==> config.mk <==
export PLATFORM = sky130hd
export DESIGN_NAME = sha256_byte_stream_hasher_unit
export DESIGN_NICKNAME = d
export VERILOG_FILES = /design/src/hw/rtl/sha_bsh_pkg.sv /design/src/hw/rtl/sha256_byte_stream_hasher_unit.sv /design/src/hw/rtl/sha_bsh_round.sv /design/src/hw/rtl/sha_bsh_engine.sv
export VERILOG_INCLUDE_DIRS = /design/src /design/src/hw/rtl
export SDC_FILE = /design/constraint.sdc
export NUM_CORES = 2
export LEC_CHECK = 0
export BUFFER_PORTS_ARGS = -buffer_cell sky130_fd_sc_hd__buf_4
export CAP_MARGIN = 20
export CORE_MARGIN = 5
export CORE_UTILIZATION = 60
export DETAILED_ROUTE_END_ITERATION = 6
export GPL_ROUTABILITY_DRIVEN = 0
export MAX_ROUTING_LAYER = met4
export PLACE_DENSITY = 0.76
export RECOVER_POWER = 50
export SLEW_MARGIN = 20
export SYNTH_ARGS = -nofsm -noshare
export SYNTH_HDL_FRONTEND = slang
export SYNTH_SLANG_ARGS = --single-unit
==> constraint.sdc <==
create_clock -name clk -period 25.5 [get_ports clk]
set_input_delay 3.825 -clock clk [delete_from_list [all_inputs] [get_ports clk]]
set_output_delay 3.825 -clock clk [all_outputs]
set_load 0.01 [all_outputs]
==> src/hw/rtl/sha256_byte_stream_hasher_unit_macros.svh <==
// Assertion macros shared by the SHA-256 byte stream hasher RTL.
`ifndef SHA256_BYTE_STREAM_HASHER_UNIT_MACROS_SVH
`define SHA256_BYTE_STREAM_HASHER_UNIT_MACROS_SVH

// Same-cycle implication, disabled during reset.
`define SHA_BSH_ASSERT_IMP(lbl, clk, rst_n, ante, cons, msg) \
  lbl: assert property (@(posedge clk) disable iff (!rst_n) (ante) |-> (cons)) \
    else $error(msg);

// Next-cycle implication, disabled during reset.
`define SHA_BSH_ASSERT_NXT(lbl, clk, rst_n, ante, cons, msg) \
  lbl: assert property (@(posedge clk) disable iff (!rst_n) (ante) |=> (cons)) \
    else $error(msg);

`endif

==> src/hw/rtl/sha_bsh_pkg.sv <==
// Shared types, constants and helper functions for the SHA-256 byte stream hasher.
`timescale 1ns / 1ps

package sha_bsh_pkg;

  typedef logic [31:0] word_t;
  // Working/chaining set, index 0 is a, index 7 is h
  typedef word_t [7:0] hash_vec_t;

  typedef enum logic [2:0] {
    ST_IDLE,
    ST_COMP_DATA,
    ST_PAD80,
    ST_PADZ,
    ST_LEN,
    ST_COMP_PAD,
    ST_COMP_FINAL,
    ST_OUT
  } top_state_t;

  typedef enum logic [1:0] {
    ENG_IDLE,
    ENG_RUN,
    ENG_FOLD
  } eng_state_t;

  // Control from the sequencer to the compression engine
  typedef struct packed {
    logic        start;
    logic        init;
    logic        byte_en;
    logic [5:0]  byte_addr;
    logic [7:0]  byte_data;
    logic        len_en;
    logic [63:0] bit_len;
  } eng_ctl_t;

  localparam int unsigned PAD_LIMIT  = 56;
  localparam int unsigned BLOCK_LAST = 63;
  localparam logic [7:0]  PAD_BYTE   = 8'h80;

  localparam word_t ROUND_K [0:63] = '{
    32'h428a2f98, 32'h71374491, 32'hb5c0fbcf, 32'he9b5dba5,
    32'h3956c25b, 32'h59f111f1, 32'h923f82a4, 32'hab1c5ed5,
    32'hd807aa98, 32'h12835b01, 32'h243185be, 32'h550c7dc3,
    32'h72be5d74, 32'h80deb1fe, 32'h9bdc06a7, 32'hc19bf174,
    32'he49b69c1, 32'hefbe4786, 32'h0fc19dc6, 32'h240ca1cc,
    32'h2de92c6f, 32'h4a7484aa, 32'h5cb0a9dc, 32'h76f988da,
    32'h983e5152, 32'ha831c66d, 32'hb00327c8, 32'hbf597fc7,
    32'hc6e00bf3, 32'hd5a79147, 32'h06ca6351, 32'h14292967,
    32'h27b70a85, 32'h2e1b2138, 32'h4d2c6dfc, 32'h53380d13,
    32'h650a7354, 32'h766a0abb, 32'h81c2c92e, 32'h92722c85,
    32'ha2bfe8a1, 32'ha81a664b, 32'hc24b8b70, 32'hc76c51a3,
    32'hd192e819, 32'hd6990624, 32'hf40e3585, 32'h106aa070,
    32'h19a4c116, 32'h1e376c08, 32'h2748774c, 32'h34b0bcb5,
    32'h391c0cb3, 32'h4ed8aa4a, 32'h5b9cca4f, 32'h682e6ff3,
    32'h748f82ee, 32'h78a5636f, 32'h84c87814, 32'h8cc70208,
    32'h90befffa, 32'ha4506ceb, 32'hbef9a3f7, 32'hc67178f2
  };

  localparam word_t INIT_H [0:7] = '{
    32'h6a09e667, 32'hbb67ae85, 32'h3c6ef372, 32'ha54ff53a,
    32'h510e527f, 32'h9b05688c, 32'h1f83d9ab, 32'h5be0cd19
  };

  // Rotate right by a constant amount
  function automatic word_t rotr(input word_t v, input int unsigned n);
    return (v >> n) | (v << (32 - n));
  endfunction

endpackage

==> src/hw/rtl/sha256_byte_stream_hasher_unit.sv <==
// Top level of the SHA-256 byte stream hasher: byte intake, padding sequencer, digest output.
`timescale 1ns / 1ps
`include "sha256_byte_stream_hasher_unit_macros.svh"

// SHA-256 over a byte stream, one byte per input beat. A beat with has_byte
// appends in_data_byte; a beat with last closes the message (byte first if
// both are set), and the block then returns eight digest beats, word 0 first,
// with out_last_word on word 7, and starts the next message from the initial
// hash. A beat that neither fills the 64-byte block nor closes the message
// leaves in_ready high for the next beat. A beat that fills the block occupies
// it while one shared round unit does one round per cycle over 64 rounds, plus
// load and fold. A last beat runs the padding through the block buffer one byte
// per cycle, one or two compressions and the length write, then holds out_valid
// until the eight digest beats are taken. in_ready is low throughout.
module sha256_byte_stream_hasher_unit (
  input  logic        clk,
  input  logic        rst_n,
  input  logic        in_valid,
  output logic        in_ready,
  input  logic [7:0]  in_data_byte,
  input  logic        in_has_byte,
  input  logic        in_last,
  output logic        out_valid,
  input  logic        out_ready,
  output logic [31:0] out_digest_word,
  output logic [2:0]  out_word_index,
  output logic        out_last_word
);
  import sha_bsh_pkg::*;

  top_state_t state_r, state_nxt;
  logic [6:0]  fill_r, fill_nxt;
  logic [60:0] total_r, total_nxt;
  logic        pend_last_r, pend_last_nxt;
  logic [2:0]  idx_r, idx_nxt;
  logic        in_acc, out_acc;
  logic        block_full;
  logic        fill_at_lim, fill_at_end;
  eng_ctl_t    ctl;
  logic        eng_done;
  hash_vec_t   chain;

  sha_bsh_engine u_engine (
    .clk   (clk),
    .rst_n (rst_n),
    .ctl   (ctl),
    .done  (eng_done),
    .chain (chain)
  );

  assign in_acc      = in_valid & in_ready;
  assign out_acc     = out_valid & out_ready;
  assign block_full  = in_has_byte && (fill_r == 7'(BLOCK_LAST));
  assign fill_at_lim = (fill_r == 7'(PAD_LIMIT));
  assign fill_at_end = (fill_r == 7'(BLOCK_LAST + 1));

  // next state
  always_comb begin
    state_nxt = state_r;
    case (state_r)
      ST_IDLE: begin
        if (in_acc) begin
          if (block_full) state_nxt = ST_COMP_DATA;
          else if (in_last) state_nxt = ST_PAD80;
        end
      end
      ST_COMP_DATA: if (eng_done) state_nxt = pend_last_r ? ST_PAD80 : ST_IDLE;
      ST_PAD80:     state_nxt = ST_PADZ;
      ST_PADZ: begin
        if (fill_at_lim) state_nxt = ST_LEN;
        else if (fill_at_end) state_nxt = ST_COMP_PAD;
      end
      ST_LEN:        state_nxt = ST_COMP_FINAL;
      ST_COMP_PAD:   if (eng_done) state_nxt = ST_PADZ;
      ST_COMP_FINAL: if (eng_done) state_nxt = ST_OUT;
      ST_OUT:        if (out_acc && idx_r == 3'd7) state_nxt = ST_IDLE;
      default:       state_nxt = ST_IDLE;
    endcase
  end

  // outputs and engine control
  always_comb begin
    in_ready      = 1'b0;
    out_valid     = 1'b0;
    ctl           = '0;
    ctl.byte_addr = fill_r[5:0];
    ctl.bit_len   = {total_r, 3'b000};
    case (state_r)
      ST_IDLE: begin
        in_ready      = 1'b1;
        ctl.byte_en   = in_acc && in_has_byte;
        ctl.byte_data = in_data_byte;
        ctl.start     = in_acc && block_full;
      end
      ST_PAD80: begin
        ctl.byte_en   = 1'b1;
        ctl.byte_data = PAD_BYTE;
      end
      ST_PADZ: begin
        ctl.byte_en = !fill_at_lim && !fill_at_end;
        ctl.start   = !fill_at_lim && fill_at_end;
      end
      ST_LEN: begin
        ctl.len_en = 1'b1;
        ctl.start  = 1'b1;
      end
      ST_OUT: begin
        out_valid = 1'b1;
        ctl.init  = out_acc && idx_r == 3'd7;
      end
      default: begin
        in_ready  = 1'b0;
        out_valid = 1'b0;
      end
    endcase
  end

  // fill count, byte total, digest index
  always_comb begin
    fill_nxt      = fill_r;
    total_nxt     = total_r;
    pend_last_nxt = pend_last_r;
    idx_nxt       = idx_r;
    if (state_r == ST_IDLE && in_acc) begin
      pend_last_nxt = in_last;
      if (in_has_byte) begin
        fill_nxt  = block_full ? '0 : fill_r + 7'd1;
        total_nxt = total_r + 61'd1;
      end
    end
    if (state_r == ST_PAD80 || (state_r == ST_PADZ && ctl.byte_en)) fill_nxt = fill_r + 7'd1;
    if (state_r == ST_PADZ && ctl.start) fill_nxt = '0;
    if (out_acc) idx_nxt = idx_r + 3'd1;
    if (ctl.init) begin
      fill_nxt  = '0;
      total_nxt = '0;
    end
  end

  always_ff @(posedge clk) begin
    if (!rst_n) begin
      state_r     <= ST_IDLE;
      fill_r      <= '0;
      total_r     <= '0;
      pend_last_r <= 1'b0;
      idx_r       <= '0;
    end else begin
      state_r     <= state_nxt;
      fill_r      <= fill_nxt;
      total_r     <= total_nxt;
      pend_last_r <= pend_last_nxt;
      idx_r       <= idx_nxt;
    end
  end

  // digest beat
  assign out_digest_word = chain[idx_r];
  assign out_word_index  = idx_r;
  assign out_last_word   = (idx_r == 3'd7);

  `SHA_BSH_ASSERT_IMP(a_one_side, clk, rst_n, out_valid, !in_ready, "input taken during digest output")
  `SHA_BSH_ASSERT_IMP(a_idle_fill, clk, rst_n, in_ready, fill_r[6] == 1'b0, "fill count overflow while idle")
  `SHA_BSH_ASSERT_NXT(a_restart, clk, rst_n, out_valid && out_ready && out_last_word, fill_r == 7'd0 && total_r == 61'd0 && idx_r == 3'd0, "state not restarted after digest")
  `SHA_BSH_ASSERT_IMP(a_pad_range, clk, rst_n, state_r == ST_PADZ, fill_r <= 7'd64, "padding past block end")

endmodule

==> src/hw/rtl/sha_bsh_round.sv <==
// One SHA-256 round plus one message schedule step, purely combinational.
`timescale 1ns / 1ps

module sha_bsh_round (
  input  sha_bsh_pkg::hash_vec_t v_in,
  input  sha_bsh_pkg::word_t     k_in,
  input  sha_bsh_pkg::word_t     w_in,
  input  sha_bsh_pkg::word_t     w_m15,
  input  sha_bsh_pkg::word_t     w_m7,
  input  sha_bsh_pkg::word_t     w_m2,
  output sha_bsh_pkg::hash_vec_t v_out,
  output sha_bsh_pkg::word_t     w_new
);
  import sha_bsh_pkg::*;

  word_t big_s1, ch, t1, big_s0, maj, t2;
  word_t sm_s0, sm_s1;

  // compression round
  always_comb begin
    big_s1 = rotr(v_in[4], 6) ^ rotr(v_in[4], 11) ^ rotr(v_in[4], 25);
    ch     = (v_in[4] & v_in[5]) ^ (~v_in[4] & v_in[6]);
    t1     = v_in[7] + big_s1 + ch + k_in + w_in;
    big_s0 = rotr(v_in[0], 2) ^ rotr(v_in[0], 13) ^ rotr(v_in[0], 22);
    maj    = (v_in[0] & v_in[1]) ^ (v_in[0] & v_in[2]) ^ (v_in[1] & v_in[2]);
    t2     = big_s0 + maj;

    v_out[0] = t1 + t2;
    v_out[1] = v_in[0];
    v_out[2] = v_in[1];
    v_out[3] = v_in[2];
    v_out[4] = v_in[3] + t1;
    v_out[5] = v_in[4];
    v_out[6] = v_in[5];
    v_out[7] = v_in[6];
  end

  // schedule word 16 ahead of the current one
  always_comb begin
    sm_s0 = rotr(w_m15, 7) ^ rotr(w_m15, 18) ^ (w_m15 >> 3);
    sm_s1 = rotr(w_m2, 17) ^ rotr(w_m2, 19) ^ (w_m2 >> 10);
    w_new = w_in + sm_s0 + w_m7 + sm_s1;
  end

endmodule

==> src/hw/rtl/sha_bsh_engine.sv <==
// Compression engine: block buffer, working registers, round counter, chaining words.
`timescale 1ns / 1ps
`include "sha256_byte_stream_hasher_unit_macros.svh"

module sha_bsh_engine (
  input  logic                   clk,
  input  logic                   rst_n,
  input  sha_bsh_pkg::eng_ctl_t  ctl,
  output logic                   done,
  output sha_bsh_pkg::hash_vec_t chain
);
  import sha_bsh_pkg::*;

  eng_state_t state_r, state_nxt;
  logic [5:0] round_r, round_nxt;
  hash_vec_t  v_r;
  hash_vec_t  v_round;
  hash_vec_t  chain_r, chain_nxt;
  word_t      w_r [16];
  word_t      w_new;
  logic       run_en;

  // shared round unit
  sha_bsh_round u_round (
    .v_in  (v_r),
    .k_in  (ROUND_K[round_r]),
    .w_in  (w_r[0]),
    .w_m15 (w_r[1]),
    .w_m7  (w_r[9]),
    .w_m2  (w_r[14]),
    .v_out (v_round),
    .w_new (w_new)
  );

  // next state
  always_comb begin
    state_nxt = state_r;
    case (state_r)
      ENG_IDLE: if (ctl.start) state_nxt = ENG_RUN;
      ENG_RUN:  if (round_r == 6'd63) state_nxt = ENG_FOLD;
      ENG_FOLD: state_nxt = ENG_IDLE;
      default:  state_nxt = ENG_IDLE;
    endcase
  end

  // state outputs
  always_comb begin
    done   = 1'b0;
    run_en = 1'b0;
    case (state_r)
      ENG_RUN:  run_en = 1'b1;
      ENG_FOLD: done   = 1'b1;
      default: begin
        done   = 1'b0;
        run_en = 1'b0;
      end
    endcase
  end

  // round counter and chaining words
  always_comb begin
    round_nxt = run_en ? round_r + 6'd1 : '0;
    chain_nxt = chain_r;
    if (ctl.init) begin
      for (int i = 0; i < 8; i++) chain_nxt[i] = INIT_H[i];
    end else if (done) begin
      for (int i = 0; i < 8; i++) chain_nxt[i] = chain_r[i] + v_r[i];
    end
  end

  always_ff @(posedge clk) begin
    if (!rst_n) begin
      state_r <= ENG_IDLE;
      round_r <= '0;
      for (int i = 0; i < 8; i++) chain_r[i] <= INIT_H[i];
    end else begin
      state_r <= state_nxt;
      round_r <= round_nxt;
      chain_r <= chain_nxt;
    end
  end

  // working variables
  always_ff @(posedge clk) begin
    if (ctl.start) begin
      v_r <= chain_r;
    end else if (run_en) begin
      v_r <= v_round;
    end
  end

  // block buffer: byte/length writes while idle, schedule window shift while running
  always_ff @(posedge clk) begin
    if (run_en) begin
      for (int i = 0; i < 15; i++) w_r[i] <= w_r[i + 1];
      w_r[15] <= w_new;
    end else begin
      if (ctl.byte_en) begin
        w_r[ctl.byte_addr[5:2]][{~ctl.byte_addr[1:0], 3'b000} +: 8] <= ctl.byte_data;
      end
      if (ctl.len_en) begin
        w_r[14] <= ctl.bit_len[63:32];
        w_r[15] <= ctl.bit_len[31:0];
      end
    end
  end

  assign chain = chain_r;

  `SHA_BSH_ASSERT_IMP(a_start_idle, clk, rst_n, ctl.start, state_r == ENG_IDLE, "start while engine busy")
  `SHA_BSH_ASSERT_IMP(a_no_wr_run, clk, rst_n, ctl.byte_en || ctl.len_en, state_r != ENG_RUN, "buffer write during rounds")
  `SHA_BSH_ASSERT_NXT(a_last_round, clk, rst_n, state_r == ENG_RUN && round_r == 6'd63, state_r == ENG_FOLD, "no fold after last round")
  `SHA_BSH_ASSERT_IMP(a_idle_cnt, clk, rst_n, state_r == ENG_IDLE, round_r == 6'd0, "round count not cleared")

endmodule

==> impl_results.md <==
- Result of the run: complete, but fails checks
- Failing checks: design-rule violations, max-capacitance violations, max-slew violations
- Die Height: 361 um
- Via count: 60857
- GR Util met2: 0.549
- Slew @ Worst Pin: 9.53 ns
- Per-cell routed wire length: 25.2 um
- GR peak layer: met2
- Die area: 0.130 mm2
- Critical path's slowest cell: clkbuf_1
- Setup TNS: 0 ns
- CTS tree: built
- IO Port Bufs: 51
- Top delay family on crit path: buffers and inverters
- Top Ports: 52
- Crit path top cell by count: clkbuf_1
- Footprint of the multi-input gates: 0.0413 mm2
- Most frequent cells after synthesis: 1295 x nand2_1, 876 x o21ai_0, 768 x edfxtp_1
- H-tree depth: 3
- First-pass GRT wire length: 348000 um
- Congestion Overflow GR: 0
- Finish-stage setup viols: 0
- Register Area: 0.0299 mm2
- Leak Pwr: 30.8 nW
- Critical Path Fanout Max: 179
- Met1 usage: 0.434
- Largest net degree at the start of global routing: 180
- Clk Latency, worst-skew pair: 0.77 ns
- Num CTS Buffers: 118
- Starting density of the core: 0.604
- Critical Path RT: 25.98 ns
- Dpl hpwl: 170000 um
- Drt drc: 314
- Row count: 128
- Worst path max stage delay: 6.34 ns
- Clk_skew: 0.0326 ns
- Rel. slew slack: -5.35
- Core Area: 0.122 mm2
- CTS Buffer Depth: 3
- Pre-antenna DRT Iters: 7
- Initial DRC Count: 8222
- EDFF count, synth: 768
- Initial antenna violation count: 7
- Postcts setup bufs: 0
- Max cap viols: 10
- Clk pin slew, worst setup/hold paths: 0.06 ns
- CP Cell Sequence: clkbuf_1 -> and4_1 -> a21oi_1 -> o31ai_4 -> clkbuf_1 -> clkbuf_1 -> nand2_1 -> o21ai_0
- Top cells by area, synth: edfxtp_1 31%, dfxtp_1 9.2%, ha_1 6.8%, nand2_1 6.6%, o21ai_0 5.9%
- Worst Path Arrival: 18.05 ns
- Worst Hold Class: register to register
- Minimum clock period: 17.57 ns
- Root buffer cell: clkbuf_16
- Final core utilization: 0.646
- RSZ-0062 raised after global routing: no
- Maximum clock frequency: 56.9 MHz
- # hold bufs at CTS: 0
- Synthesized cell area: 0.0738 mm2
- Clk sink count: 1107
- Final WL: 233000 um
- Yosys warnings: 0
- Syn_nets: 8305
- Count leader, synth: nand2_1
- Pwr Density: 72.4 mW/mm2
- Drt via density: 6.58
- Cells after Synth: 7698
- Peak VDD IR: 0.000103 V
- Layout net count: 8115
- Vias in the first global route: 57571
- Final period utilization: 0.689
- Fin. max-slew vios: 753
- Layout fillers: 9631
- Critical Path Start Type: primary input
- Distinct cells, synth: 92
- Final hold violations: 0
- Cells resized by post-CTS repair: 0
- GRT Util Overall: 0.357
- Sequential share of the synthesized area: 0.405
- Yosys top cell by area: edfxtp_1
- WS Path Type: primary input to register
- Area Overhead vs Synth: 6.90%
- Area share of the largest cell type after synthesis: 0.313
- GRT met3 Usage: 0.0776
- WP buf/inv: 3
- Critical Path Sink Type: register
- Seq cells post-synth: 1107
- Main synth FF type: edfxtp_1
- Post-synth ARST share: 0
- Post-route ant nets: 0
- Die W: 361 um
- Share of cells above drive strength 1: 0.0838
- Syn avg cell area: 9.58 um2
per-layer routing:
layer	up-vias	part of all wire
li1	27159	-
met1	29147	0.37
met2	3528	0.45
met3	1023	0.10
met4	0	0.077
met5	-	0
tightest hold or removal path, cell delays in order, from the launching register on:
cell     delay [ns]
dfxtp_1        0.33
nand2_1        0.06
a21oi_1        0.05
cell type report:
cell class / instances / area share
Multi-Input combinational cell: 5883 / 0.524
Sequential cell: 1107 / 0.379
Clock buffer: 162 / 0.0420
Tap cell: 1625 / 0.0258
Inverter: 305 / 0.0145
Timing Repair Buffer: 93 / 0.00854
Clock inverter: 60 / 0.00674
Antenna cell: 7 / 0.000222
state kept, by name (all words and copies together), names as in the netlist:
name and count:
u_engine.chain 256, u_engine.round_r 6, out_word_index 3, u_engine.state_r 2
u_engine.w_r 512, state_r 3, pend_last_r 1, total_r 61
fill_r 7, u_engine.v_r 256
placed cells by master (no fill, tap or decap), drive strengths merged, types with 80 or more instances in the layout:
master	n
dfxtp	339
clkbuf	175
ha	398
nand2	1295
mux2	253
edfxtp	768
inv	305
o211ai	104
a21o	163
nand2b	83
xnor2	412
nor3	90
nor2	345
xor2	199
buf	80
o21ai	879
nand3	136
a21oi	495
fa	195
through the flow:
step | hold slack, ns | power (mW) | area (um2) | cells | worst slack (ns)
5_1_grt | 0.499 | 5.96 | 78900 | 9240 | 7.24
3_3_place_gp | 0.453 | 3.86 | 75100 | 9011 | 15.26
4_1_cts | 0.483 | 5.66 | 78900 | 9234 | 14.90
6_report | 0.486 | 5.71 | 78900 | 9242 | 7.93
2_1_floorplan | 0.444 | 3.48 | 73800 | 7698 | 13.41
3_5_place_dp | 0.475 | 3.94 | 75100 | 9012 | 14.97
worst paths after layout:
path	endpoint	from	slack (ns)	cells after the start
max reg2reg	u_engine.v_r[15]$_DFFE_PP_	fill_r[2]$_SDFFE_PP0P_	9.97	10
min	u_engine.chain[67]$_SDFFE_PP0P_	u_engine.chain[67]$_SDFFE_PP0P_	0.49	2
min reg2reg	u_engine.chain[67]$_SDFFE_PP0P_	u_engine.chain[67]$_SDFFE_PP0P_	0.49	2
max	u_engine.v_r[15]$_DFFE_PP_	in_has_byte	7.93	8
logic make-up after synthesis:
group | after synthesis | synth area share
DFF | 1107 | 0.405
and+or+nand+nor | 2221 | 0.131
adders and majority gates | 616 | 0.124
muxes | 366 | 0.0660
AOI/OAI and AO/OA | 2069 | 0.166
buffers and inverters | 708 | 0.0368
xor gates and xnor gates | 611 | 0.0725
where the power goes:
part	internal, mW	switching (mW)
combinational	0.763	1.16
sequential	2.02	0.0227
clock	0.978	0.763
total	3.77	1.95
No activity file was read; power rests on OpenSTA's default activity.
